[src/rtl/drwm_pkg.sv]
// drwm_pkg: shared constants, register indexes and controller states
// for the delay running and window mean block; no dependencies
package drwm_pkg;

	localparam int MAX_WINDOW = 64;
	localparam int SLOT_W     = $clog2(MAX_WINDOW);
	localparam int FILL_W     = $clog2(MAX_WINDOW + 1);
	localparam int SAMPLE_W   = 16;
	localparam int COUNT_W    = 32;
	localparam int OFFSET_W   = 24;
	localparam int MEAN_W     = 32;
	localparam int TOTAL_W    = SAMPLE_W + SLOT_W;
	localparam int N_W        = COUNT_W + 1;

	localparam int CFG_IDX_W  = 2;
	localparam int CFG_DATA_W = 32;

	// serial divider geometry, shared by both dividers
	localparam int DIV_NW     = 40;
	localparam int DIV_DW     = 34;
	localparam int DIV_CNT_W  = $clog2(DIV_NW + 1);

	localparam logic [MEAN_W-1:0] MEAN_ONE = 32'h0001_0000;
	localparam logic [MEAN_W-1:0] MEAN_MAX = 32'hFFFF_FFFF;

	localparam logic [CFG_IDX_W-1:0] REG_WINDOW_SIZE  = 2'd0;
	localparam logic [CFG_IDX_W-1:0] REG_COUNT_OFFSET = 2'd1;
	localparam logic [CFG_IDX_W-1:0] REG_INITIAL_MEAN = 2'd2;

	typedef enum logic [2:0] {
		ST_IDLE,
		ST_PUSH,
		ST_START,
		ST_DIV,
		ST_FIN
	} ctrl_state_t;

endpackage

[src/rtl/drwm_if.sv]
// drwm_if: valid/ready channel interfaces for sample and result beats
// depends on drwm_pkg for field widths
interface drwm_in_if;
	logic                            valid;
	logic                            ready;
	logic [drwm_pkg::SAMPLE_W-1:0]   delay_sample;
	logic [drwm_pkg::COUNT_W-1:0]    expanded_count;

	modport source (output valid, output delay_sample, output expanded_count, input ready);
	modport sink (input valid, input delay_sample, input expanded_count, output ready);
endinterface

interface drwm_out_if;
	logic                            valid;
	logic                            ready;
	logic [drwm_pkg::MEAN_W-1:0]     window_mean;
	logic [drwm_pkg::MEAN_W-1:0]     total_mean;
	logic                            warming_up;

	modport source (output valid, output window_mean, output total_mean, output warming_up,
		input ready);
	modport sink (input valid, input window_mean, input total_mean, input warming_up,
		output ready);
endinterface

[src/rtl/drwm_div.sv]
// drwm_div: bit-serial restoring divider, one quotient bit per cycle
// depends on drwm_pkg for operand widths
module drwm_div (
	input  logic                       clk,
	input  logic                       arst_n,
	input  logic                       start,
	input  logic [drwm_pkg::DIV_NW-1:0] num,
	input  logic [drwm_pkg::DIV_DW-1:0] den,
	output logic                       busy,
	output logic [drwm_pkg::DIV_NW-1:0] quot
);
	import drwm_pkg::*;

	logic [DIV_CNT_W-1:0] cnt_q;
	logic [DIV_NW-1:0]    shf_q;
	logic [DIV_DW-1:0]    rem_q;
	logic [DIV_DW-1:0]    den_q;
	logic [DIV_DW:0]      rem_sh;
	logic [DIV_DW:0]      rem_diff;
	logic                 take;

	assign rem_sh   = {rem_q, shf_q[DIV_NW-1]};
	assign rem_diff = rem_sh - {1'b0, den_q};
	assign take     = rem_sh >= {1'b0, den_q};

	always_ff @(posedge clk or negedge arst_n) begin
		if (!arst_n) begin
			cnt_q <= '0;
		end else if (start) begin
			cnt_q <= DIV_CNT_W'(DIV_NW);
		end else if (cnt_q != '0) begin
			cnt_q <= cnt_q - 1'b1;
		end
	end

	always_ff @(posedge clk) begin
		if (start) begin
			shf_q <= num;
			rem_q <= '0;
			den_q <= den;
		end else if (cnt_q != '0) begin
			shf_q <= {shf_q[DIV_NW-2:0], take};
			rem_q <= take ? rem_diff[DIV_DW-1:0] : rem_sh[DIV_DW-1:0];
		end
	end

	assign busy = cnt_q != '0;
	assign quot = shf_q;

endmodule

[src/rtl/drwm_window.sv]
// drwm_window: ring of recent delays with running sum and fill count
// depends on drwm_pkg; the ring is a single-port-write, registered-read memory
module drwm_window (
	input  logic                         clk,
	input  logic                         arst_n,
	input  logic                         flush,
	input  logic                         push,
	input  logic [drwm_pkg::FILL_W-1:0]  wsize,
	input  logic [drwm_pkg::SAMPLE_W-1:0] delay,
	output logic [drwm_pkg::TOTAL_W-1:0] total,
	output logic [drwm_pkg::FILL_W-1:0]  fill
);
	import drwm_pkg::*;

	logic [SAMPLE_W-1:0] ring [MAX_WINDOW];
	logic [SAMPLE_W-1:0] rd_q;
	logic [TOTAL_W-1:0]  total_q;
	logic [FILL_W-1:0]   fill_q;
	logic [SLOT_W-1:0]   oldest_q;
	logic                growing;
	logic [FILL_W-1:0]   slot_sum;
	logic [FILL_W-1:0]   slot_wrap;
	logic [FILL_W-1:0]   oldest_inc;
	logic [SLOT_W-1:0]   wr_slot;

	assign growing    = fill_q < wsize;
	assign slot_sum   = {1'b0, oldest_q} + fill_q;
	assign slot_wrap  = (slot_sum >= wsize) ? slot_sum - wsize : slot_sum;
	assign oldest_inc = {1'b0, oldest_q} + 1'b1;
	assign wr_slot    = growing ? slot_wrap[SLOT_W-1:0] : oldest_q;

	// oldest entry is read every cycle; it is stable from accept to push
	always_ff @(posedge clk) begin
		rd_q <= ring[oldest_q];
		if (push) begin
			ring[wr_slot] <= delay;
		end
	end

	always_ff @(posedge clk or negedge arst_n) begin
		if (!arst_n) begin
			total_q  <= '0;
			fill_q   <= '0;
			oldest_q <= '0;
		end else if (flush) begin
			total_q  <= '0;
			fill_q   <= '0;
			oldest_q <= '0;
		end else if (push) begin
			if (growing) begin
				total_q <= total_q + TOTAL_W'(delay);
				fill_q  <= fill_q + 1'b1;
			end else begin
				total_q  <= total_q - TOTAL_W'(rd_q) + TOTAL_W'(delay);
				oldest_q <= (oldest_inc >= wsize) ? '0 : oldest_inc[SLOT_W-1:0];
			end
		end
	end

	assign total = total_q;
	assign fill  = fill_q;

endmodule

[src/rtl/delay_running_and_window_mean.sv]
// delay_running_and_window_mean: top level with controller, settings and result register
// depends on drwm_pkg, drwm_if, drwm_div and drwm_window
//
// samples (sink): one beat per delay sample with the current expansion count
// means (source): one beat per sample with window mean, total mean, warm-up flag
// cfg_we/cfg_index/cfg_data: register writes, to be issued only while idle
//   0 window size (flushes the ring), 1 count offset, 2 initial mean (loads mean)
// one sample is in flight at a time: samples.ready is high only when idle
// each sample beat passes through ring update, divider load, the two bit-serial dividers
//   running side by side, and finish before result valid
// the 40-bit serial divide bounds the sample rate; no new sample enters until the last one finishes
// the result register lets a new sample enter while the last result waits;
//   a finished result holds in the controller until the register frees up
// reset clears all settings, the running mean and the ring; no result is valid
module delay_running_and_window_mean (
	input  logic                             clk,
	input  logic                             arst_n,
	drwm_in_if.sink                          samples,
	drwm_out_if.source                       means,
	input  logic                             cfg_we,
	input  logic [drwm_pkg::CFG_IDX_W-1:0]   cfg_index,
	input  logic [drwm_pkg::CFG_DATA_W-1:0]  cfg_data
);
	import drwm_pkg::*;

	ctrl_state_t state_q, state_d;

	logic [FILL_W-1:0]   window_size_q;
	logic [OFFSET_W-1:0] count_offset_q;
	logic [MEAN_W-1:0]   running_mean_q;

	logic [SAMPLE_W-1:0] delay_q;
	logic [N_W-1:0]      n_q;
	logic                warm_q;
	logic                up_q;
	logic [DIV_DW-1:0]   num1_q;
	logic [DIV_DW-1:0]   den1_q;

	logic                out_valid_q;
	logic [MEAN_W-1:0]   win_out_q;
	logic [MEAN_W-1:0]   tot_out_q;
	logic                warm_out_q;

	logic                accept;
	logic                flush;
	logic                push;
	logic                start;
	logic                load_out;
	logic                busy_a;
	logic                busy_b;
	logic [FILL_W-1:0]   w_eff;
	logic [TOTAL_W-1:0]  win_total;
	logic [FILL_W-1:0]   win_fill;
	logic [DIV_NW-1:0]   quot_a;
	logic [DIV_NW-1:0]   quot_b;
	logic [DIV_NW-1:0]   num2;
	logic [DIV_DW-1:0]   den2;
	logic [N_W-1:0]      n_sum;
	logic [N_W-1:0]      div_n;
	logic [MEAN_W-1:0]   target;
	logic [MEAN_W-1:0]   mag;
	logic [DIV_NW-1:0]   up_sum;
	logic [MEAN_W-1:0]   new_mean;
	logic [MEAN_W-1:0]   win_mean;
	logic [MEAN_W-1:0]   win_sel;

	assign w_eff  = (window_size_q > FILL_W'(MAX_WINDOW)) ? FILL_W'(MAX_WINDOW) : window_size_q;
	assign accept = samples.valid && samples.ready;
	assign flush  = cfg_we && (cfg_index == REG_WINDOW_SIZE);
	assign n_sum  = N_W'(samples.expanded_count) + N_W'(count_offset_q);

	// settings
	always_ff @(posedge clk or negedge arst_n) begin
		if (!arst_n) begin
			window_size_q  <= '0;
			count_offset_q <= '0;
			running_mean_q <= '0;
		end else begin
			if (cfg_we) begin
				case (cfg_index)
					REG_WINDOW_SIZE:  window_size_q  <= cfg_data[FILL_W-1:0];
					REG_COUNT_OFFSET: count_offset_q <= cfg_data[OFFSET_W-1:0];
					REG_INITIAL_MEAN: running_mean_q <= cfg_data[MEAN_W-1:0];
					default: ;
				endcase
			end
			if (load_out) begin
				running_mean_q <= new_mean;
			end
		end
	end

	// sample capture and mean-update operands
	assign div_n  = (n_q == '0) ? N_W'(1) : n_q;
	assign target = {delay_q, 16'h0000};
	assign mag    = (target >= running_mean_q) ? target - running_mean_q
		: running_mean_q - target;

	always_ff @(posedge clk) begin
		if (accept) begin
			delay_q <= samples.delay_sample;
			n_q     <= n_sum;
			warm_q  <= n_sum < N_W'(2);
		end
		if (state_q == ST_PUSH) begin
			up_q   <= target >= running_mean_q;
			num1_q <= {1'b0, mag, 1'b0} + DIV_DW'(div_n);
			den1_q <= {div_n, 1'b0};
		end
	end

	// controller
	always_ff @(posedge clk or negedge arst_n) begin
		if (!arst_n) begin
			state_q <= ST_IDLE;
		end else begin
			state_q <= state_d;
		end
	end

	always_comb begin
		state_d        = state_q;
		samples.ready  = 1'b0;
		push           = 1'b0;
		start          = 1'b0;
		load_out       = 1'b0;
		case (state_q)
			ST_IDLE: begin
				samples.ready = 1'b1;
				if (samples.valid) state_d = ST_PUSH;
			end
			ST_PUSH: begin
				push    = w_eff != '0;
				state_d = ST_START;
			end
			ST_START: begin
				start   = 1'b1;
				state_d = ST_DIV;
			end
			ST_DIV: begin
				if (!busy_a && !busy_b) state_d = ST_FIN;
			end
			ST_FIN: begin
				if (!out_valid_q || means.ready) begin
					load_out = 1'b1;
					state_d  = ST_IDLE;
				end
			end
			default: state_d = ST_IDLE;
		endcase
	end

	drwm_window u_window (
		.clk    (clk),
		.arst_n (arst_n),
		.flush  (flush),
		.push   (push),
		.wsize  (w_eff),
		.delay  (delay_q),
		.total  (win_total),
		.fill   (win_fill)
	);

	assign num2 = DIV_NW'({win_total, 17'h00000}) | DIV_NW'(win_fill);
	assign den2 = DIV_DW'({win_fill, 1'b0});

	drwm_div u_div_mean (
		.clk    (clk),
		.arst_n (arst_n),
		.start  (start),
		.num    (DIV_NW'(num1_q)),
		.den    (den1_q),
		.busy   (busy_a),
		.quot   (quot_a)
	);

	drwm_div u_div_window (
		.clk    (clk),
		.arst_n (arst_n),
		.start  (start),
		.num    (num2),
		.den    (den2),
		.busy   (busy_b),
		.quot   (quot_b)
	);

	// finish: apply rounded step, saturate, select outputs
	assign up_sum = DIV_NW'(running_mean_q) + quot_a;

	always_comb begin
		if (up_q) begin
			new_mean = (up_sum[DIV_NW-1:MEAN_W] != '0) ? MEAN_MAX : up_sum[MEAN_W-1:0];
		end else if (quot_a > DIV_NW'(running_mean_q)) begin
			new_mean = '0;
		end else begin
			new_mean = running_mean_q - quot_a[MEAN_W-1:0];
		end
	end

	assign win_mean = (quot_b[DIV_NW-1:MEAN_W] != '0) ? MEAN_MAX : quot_b[MEAN_W-1:0];
	assign win_sel  = (w_eff != '0 && win_fill != '0) ? win_mean : new_mean;

	always_ff @(posedge clk or negedge arst_n) begin
		if (!arst_n) begin
			out_valid_q <= 1'b0;
		end else if (load_out) begin
			out_valid_q <= 1'b1;
		end else if (means.ready) begin
			out_valid_q <= 1'b0;
		end
	end

	always_ff @(posedge clk) begin
		if (load_out) begin
			win_out_q  <= warm_q ? MEAN_ONE : win_sel;
			tot_out_q  <= warm_q ? MEAN_ONE : new_mean;
			warm_out_q <= warm_q;
		end
	end

	assign means.valid       = out_valid_q;
	assign means.window_mean = win_out_q;
	assign means.total_mean  = tot_out_q;
	assign means.warming_up  = warm_out_q;

endmodule

[src/flat_wrapper.sv]
// flat-port wrapper written by rule: the top's interface ports become plain ports
module delay_running_and_window_mean_flat import drwm_pkg::*;
  (clk, arst_n, cfg_we, cfg_index, cfg_data, samples_valid, samples_delay_sample, samples_expanded_count, samples_ready, means_valid, means_window_mean, means_total_mean, means_warming_up, means_ready);
  drwm_in_if samples_i ();
  drwm_out_if means_i ();
  input  logic clk;
  input  logic arst_n;
  input  logic cfg_we;
  input  logic [drwm_pkg::CFG_IDX_W-1:0] cfg_index;
  input  logic [drwm_pkg::CFG_DATA_W-1:0] cfg_data;
  input wire logic [$bits(samples_i.valid)-1:0] samples_valid;
  input wire logic [$bits(samples_i.delay_sample)-1:0] samples_delay_sample;
  input wire logic [$bits(samples_i.expanded_count)-1:0] samples_expanded_count;
  output wire logic [$bits(samples_i.ready)-1:0] samples_ready;
  output wire logic [$bits(means_i.valid)-1:0] means_valid;
  output wire logic [$bits(means_i.window_mean)-1:0] means_window_mean;
  output wire logic [$bits(means_i.total_mean)-1:0] means_total_mean;
  output wire logic [$bits(means_i.warming_up)-1:0] means_warming_up;
  input wire logic [$bits(means_i.ready)-1:0] means_ready;
  assign samples_i.valid = samples_valid;
  assign samples_i.delay_sample = samples_delay_sample;
  assign samples_i.expanded_count = samples_expanded_count;
  assign samples_ready = samples_i.ready;
  assign means_valid = means_i.valid;
  assign means_window_mean = means_i.window_mean;
  assign means_total_mean = means_i.total_mean;
  assign means_warming_up = means_i.warming_up;
  assign means_i.ready = means_ready;
  delay_running_and_window_mean u_core (.clk(clk), .arst_n(arst_n), .samples(samples_i), .means(means_i), .cfg_we(cfg_we), .cfg_index(cfg_index), .cfg_data(cfg_data));
endmodule
[config.mk]
export PLATFORM = sky130hd
export DESIGN_NAME = delay_running_and_window_mean_flat
export DESIGN_NICKNAME = d
export VERILOG_FILES = /design/src/rtl/drwm_pkg.sv /design/src/rtl/drwm_if.sv /design/src/rtl/drwm_div.sv /design/src/rtl/drwm_window.sv /design/src/rtl/delay_running_and_window_mean.sv /design/src/flat_wrapper.sv
export SDC_FILE = /design/constraint.sdc
export NUM_CORES = 2
export LEC_CHECK = 0
export BUFFER_PORTS_ARGS = -buffer_cell sky130_fd_sc_hd__buf_2
export CAP_MARGIN = 40
export CORE_ASPECT_RATIO = 0.5
export CORE_MARGIN = 5
export CORE_UTILIZATION = 30
export CTS_BUF_LIST = sky130_fd_sc_hd__clkbuf_4
export DETAILED_ROUTE_END_ITERATION = 7
export GPL_TIMING_DRIVEN = 0
export HOLD_SLACK_MARGIN = 0.03
export PLACE_DENSITY = 0.46
export SLEW_MARGIN = 10
export SYNTH_ARGS = -nofsm -noshare
export SYNTH_HDL_FRONTEND = slang
export SYNTH_SLANG_ARGS = --single-unit
[constraint.sdc]
create_clock -name clk -period 5.93 [get_ports clk]
set_input_delay 0.8895 -clock clk [delete_from_list [all_inputs] [get_ports clk]]
set_output_delay 0.8895 -clock clk [all_outputs]
set_load 0.005 [all_outputs]
Word-level counts from Yosys, hierarchy flattened. Memory sizes are Yosys's and may differ from the RTL's. A register that Yosys moved wholly into a read port is not among the register bits. Cells that the tools add are included.

Register bits: 485. Bits in latches: 0. Input port bits: 87. Memories: 1. RAM bits: 1024. ROM bits: 0.

Reduce and logical (&&, ||, !) cells: 30. Shifts and indexed selects: 0. $add $sub $neg: 17. Bitwise operators: 1. Mux-type cells: 46. Divide/modulo/power cells: 0. Eq/ne operators: 10. Multipliers: 0. $lt $le $gt $ge: 9.

Memories: u_core.u_window.ring (depth 64, bits a word 16, rd ports 1, clocked after Yosys merged registers in 1, wr ports 1, RTL line drwm_window.sv:15) `logic [SAMPLE_W-1:0] ring [MAX_WINDOW];`.

Operators by type and width (number): $mux 32 (9); $mux 34 (4); $sub 32x32->32 (3); $mux 40 (2); $mux 22 (3); $mux 6 (10); $add 22x16->22 (2); $add 32x40->40 (1); $gt 40x32->1 (1); $or 39x7->39 (1); $ge 35x34->1 (1); $ge 35x8->1 (1); $add 33x33->34 (1); $sub 34x34->34 (1); $sub 34x8->34 (1); $add 32x24->33 (1); $logic_not 33->1 (1); $lt 33x2->1 const B (1); $mux 33 (1); $ge 32x32->1 (1); $mux 7 (4); $sub 22x16->22 (1); $reduce_bool 8->1 (2); $pmux 3 s5 (1); 27 further kinds (59).

Depth between registers and ports, before layout.
Word-level depth: 7. Depth in mapped cells: 27.

Cells and area by module. A second synthesis with hierarchy kept.

Cell total of the unflattened synthesis: 6090. Area, all modules: 77606.9 um2.

Modules (own cells, without submodules): drwm_window (sequential area each 31945.6 um2, cells an instance 2680, area an instance 45197.1 um2, times used 1); delay_running_and_window_mean (sequential area each 7141.8 um2, cells an instance 2098, area an instance 19132.1 um2, times used 1); drwm_div (sequential area each 3052.9 um2, cells an instance 656, area an instance 6638.9 um2, times used 2).

Worst setup path before layout. Ideal clock, no wire load.

Path kind: reg2reg. From: reg u_core.delay_q[5]. To: reg u_core.num1_q[33], data pin. Path slack: -0.230 ns. Arrival: 5.885 ns. Setup time: 0.275 ns. Data required time: 5.655 ns. Period minus slack after synthesis: 6.160 ns. Path buffers: 4. Cell stages (with the launch flop): 27. Path through: edfxtp_1 inv_1 ha_1 clkbuf_1 a21o_1 a21o_1 a211oi_1 o21a_1 a311o_1 o31a_1 buf_6 inv_4 buf_4 buf_6 o21ai_0 fa_1 a21o_1 a21oi_1 o21ai_0 a21oi_1 o21ai_0 nor3b_1 nand3_1 a211o_1 o21ai_0 o41ai_1 o21ai_0.

Word-level cells in the longest chain between the ends: 3.

RTL lines: start: declaration (RTL line delay_running_and_window_mean.sv:32) `logic [SAMPLE_W-1:0] delay_q;`; start signal: assignment (RTL line delay_running_and_window_mean.sv:101) `delay_q <= samples.delay_sample;`; $sub 32x32->32 (tied with other cells) (RTL line delay_running_and_window_mean.sv:97) `: running_mean_q - target;`; $mux 32 * (RTL line delay_running_and_window_mean.sv:96) `assign mag = (target >= running_mean_q) ? target - running_mean_q`; $add 33x33->34 * (RTL line delay_running_and_window_mean.sv:107) `num1_q <= {1'b0, mag, 1'b0} + DIV_DW'(div_n);`; end signal: assignment (RTL line delay_running_and_window_mean.sv:107); end: declaration (RTL line delay_running_and_window_mean.sv:36) `logic [DIV_DW-1:0] num1_q;`.

Every way passes the cells marked *; elsewhere a longest branch is shown, timed or not. A chain may end at the register's enable or synchronous reset.

Worst setup path in the final report.
From: reg u_core.running_mean_q[8]. To: reg u_core.num1_q[29], data pin.

Word-level cells in the longest chain between the ends: 3.

RTL lines: start: declaration (RTL line delay_running_and_window_mean.sv:30) `logic [MEAN_W-1:0] running_mean_q;`; start signal: assignment (RTL line delay_running_and_window_mean.sv:83) `REG_INITIAL_MEAN: running_mean_q <= cfg_data[MEAN_W-1:0];`; start signal: assignment (RTL line delay_running_and_window_mean.sv:88) `running_mean_q <= new_mean;`; $sub 32x32->32 (tied with other cells) (RTL line delay_running_and_window_mean.sv:97); $mux 32 * (RTL line delay_running_and_window_mean.sv:96); $add 33x33->34 * (RTL line delay_running_and_window_mean.sv:107).

Marked as above.

==> flow_metrics.tcl <==
set metrics [dict create \
    final_antenna_net_count 0 \
    io_pins 154 \
    ys_warn_count 0 \
    hold_viol_final 0 \
    period_share_pct 98.33 \
    fp.dieArea_um2 255800 \
    worst-path-max-fanout 7 \
    first_pass_iters 6 \
    antenna_found_initial 16 \
    cts_buffers 385 \
    hold_start "cfg_data[20]" \
    gp_congestion 0.8792 \
    vias 51610 \
    status "finished, final reports clean" \
    power.density_nw_per_um2 350.1 \
    instances_no_fill 10080 \
    max_freq_ghz 0.1715 \
    hp-class "primary input to flop" \
    htree_levels 5 \
    crit_path_max_incr_delay_ps 580 \
    syn2layout_area_growth_pct 19.50 \
    syn-num-nets 6106 \
    synth.top_cell.area_share_pct 53.90 \
    clock_latency_ps 1210 \
    cts.sinks 1524 \
    die_w_um 710.2 \
    nFillCells 24040 \
    post-dp-hpwl_um 184900 \
    syn-cell-area_um2 73540 \
    drt-initial-drc-count 4430 \
    path_cells "or4_4 > or4_4 > o31ai_4 > a31oi_4 > a311o_1 > o31a_1 > buf_6 > buf_12 > buf_12 > nor2_4 > xnor2_2 > ha_1 > a21o_1 > a21oi_4 > o21ai_2 > a21oi_2 > o21ai_1 > nor3b_4 > nand3_1 > a211o_1 > o21ai_4 > nor2_4 > xnor2_2" \
    die_y_um 360.1 \
    initial_utilization_pct 30.17 \
    critPathLaunchType "flop" \
    synth.top_cells.by_area "edfxtp_1 54%, ha_1 5.1%, mux4_2 4.4%" \
    rrSetupSlack_ps 100 \
    num_rows 128 \
    crit_type "flop to flop" \
    cts_buffer_depth 4 \
    setup_violations 0 \
    syn_area_per_cell_um2 12.91 \
    drt_wl_total_um 248900 \
    cap_violations 0 \
    core_area_um2 243800 \
    synth_common_cells "1,320 x edfxtp_1, 418 x a21oi_1, 402 x nand2_1" \
    r2r_start "u_core.running_mean_q[8]$_DFFE_PN0P_" \
    yosys_most_used_dff "edfxtp_1" \
    endpoint_kind "flop" \
    cp.arrival_ps 6730 \
    slew_headroom_pct 37.90 \
    synth_top_cell_by_area "edfxtp_1" \
    finalNetCount 6959 \
    grt_pass1_wl_um 356900 \
    maxSlewViolCount 0 \
    first_global_vias 50590 \
    cts_root_buf "clkbuf_4" \
    portBuffers 153 \
    skew_ps 135.8 \
    drcViolationCount 0 \
    ys_async_sr_fraction_pct 7.480 \
    crit_buf_inv 3 \
    dp.cells 9294 \
    critPathRequiredTime_ps 6830 \
    wl_per_cell_um 24.70 \
    worstSetupStartpoint "u_core.running_mean_q[8]$_DFFE_PN0P_" \
    cts.clk_slew.worst_paths_ps 70 \
    seqCellArea_um2 44300 \
    ys_seq_area_share_pct 60.23 \
    overflow 0 \
    layout_min_cycle_time_ps 5831 \
    worst_pin_slew_ps 931.5 \
    critPathTopFamily "compound AO/OA/AOI/OAI gates" \
    synth_most_common_cell "edfxtp_1" \
    groute.usage.overall_pct 18.92 \
    cts_tree "done" \
    drive_gt1_share_pct 21.20 \
    synth_cell_type_count 90 \
    total_power_mw 30.77 \
    total_leakage_power_nw 31.05 \
    multi_input_area_um2 27600 \
    slowest_stage "or4_4" \
    rsz0062_at_grt "yes" \
    synth_edf_count 1320 \
    grt_max_degree 68 \
    ys_ff_latch 1524 \
    ir_drop_mv 0.1386 \
    via_per_inst 5.121 \
    synthCells 5696 \
]
==> cell families (layout without fill, tap and decap cells) <==
kind of cell	Yosys count	after routing	share of synthesized area, %
DFF	1524	1524	60.23
adders and majority gates	323	323	5.761
muxes	482	482	9.223
other	0	6	0
xor gates and xnor gates	195	195	2.322
buffers and inverters	577	1703	3.033
and+or+nand+nor	1202	1202	7.578
AOI/OAI and AO/OA	1393	1393	11.86
==> metrics by stage <==
stage / utilization [%] / hold WS (ps) / TNS [ps] / instance area [µm²] / setup slack [ps]
after floorplan: - / 400.3 / 0 / 73560 / 5.937
final: 36.06 / 138.3 / 0 / 87890 / 99.17
after CTS: 35.83 / 30.95 / -1658 / 87330 / -126.8
after global placement: 32.16 / 403.1 / -1492350 / 78400 / -3531
after global routing: 36.05 / 43.44 / -2328 / 87880 / -133.3
after detailed placement: 33.49 / 404.5 / -15580 / 81630 / -1348
==> final cells by class <==
class	count	share of cell area, %
tap	3250	4.627
clock buffer	552	4.715
inverter	270	1.165
multi-input combinational	3595	31.40
buffer	304	1.415
antenna	6	0.01708
sequential	1524	50.40
clock inverter	108	0.7332
timing repair buffer	469	5.527
==> registers in the layout, indices dropped and copies added (netlist names), 7 cells and up <==
name                       count
u_core.window_size_q           7
u_core.u_window.total         22
u_core.running_mean_q         32
u_core.u_window.ring        1024
u_core.u_div_window.den_q      7
u_core.u_window.fill           7
u_core.n_q                    33
u_core.means.window_mean      32
u_core.u_div_mean.quot        40
u_core.den1_q                 32
u_core.u_div_mean.rem_q       34
u_core.u_div_mean.den_q       33
u_core.u_div_window.rem_q     34
u_core.num1_q                 34
u_core.delay_q                16
u_core.count_offset_q         24
u_core.means.total_mean       32
u_core.u_window.rd_q          16
u_core.u_div_window.quot      40
==> placed cells by master, fill, tap and decap left out, types with 172 or more instances in the layout <==
cell type	n
ha_1	290
nor2_1	290
clkbuf_1	239
mux2i_1	213
o21ai_0	311
clkbuf_4	553
inv_1	263
buf_2	172
nand2_1	400
edfxtp_1	1320
a21oi_1	409
==> timing repair <==
action | 4_1_cts | 5_1_grt
setup buffers | 38 | 40
hold endpoints to repair | 95 | 0
hold buffers | 47 | 0
pin swaps | 16 | 46
gates cloned | 0 | 1
gates resized for setup | 48 | 47
setup endpoints to repair | 57 | 478
==> power breakdown <==
group | switching, mW | internal, mW
Sequential | 0.659 | 12.4
Combinational | 5.30 | 3.36
Clock | 4.50 | 4.57
Total | 10.5 | 20.3
==> worst paths after layout <==
| path | end | cells after the start |
|---|---|---|
| max | u_core.num1_q[29]$_DFFE_PP_ | 23 |
| min | u_core.count_offset_q[20]$_DFFE_PN0P_ | 2 |
| max reg2reg | u_core.num1_q[29]$_DFFE_PP_ | 23 |
| min reg2reg | u_core.u_div_mean.den_q[21]$_DFFE_PP_ | 0 |
| max in group asynchronous | u_core.u_window.total[19]$_DFFE_PN0P_ | 3 |
| min in group asynchronous | u_core.u_div_window.cnt_q[3]$_DFFE_PN0P_ | 2 |
==> per-layer routing <==
layer | global-route usage [%] | up-vias | part of all wire [%]
met3 | 3.230 | 372 | 5.4
met2 | 30.23 | 1630 | 46
met4 | 6.352 | 0 | 3.4
met1 | 26.03 | 25970 | 45
met5 | 0 | - | 0
li1 | - | 23630 | -
==> worst register-to-register path, delay by kind of cell, from the launching register on <==
family / cells / cell delay [ps]
fa+ha+maj: 1 / 340
flops: 1 / 440
simple gates: 6 / 1790
buf+inv: 3 / 440
compound gates: 11 / 2400
xor+xnor: 2 / 220
(Power assumes the default switching activity.)
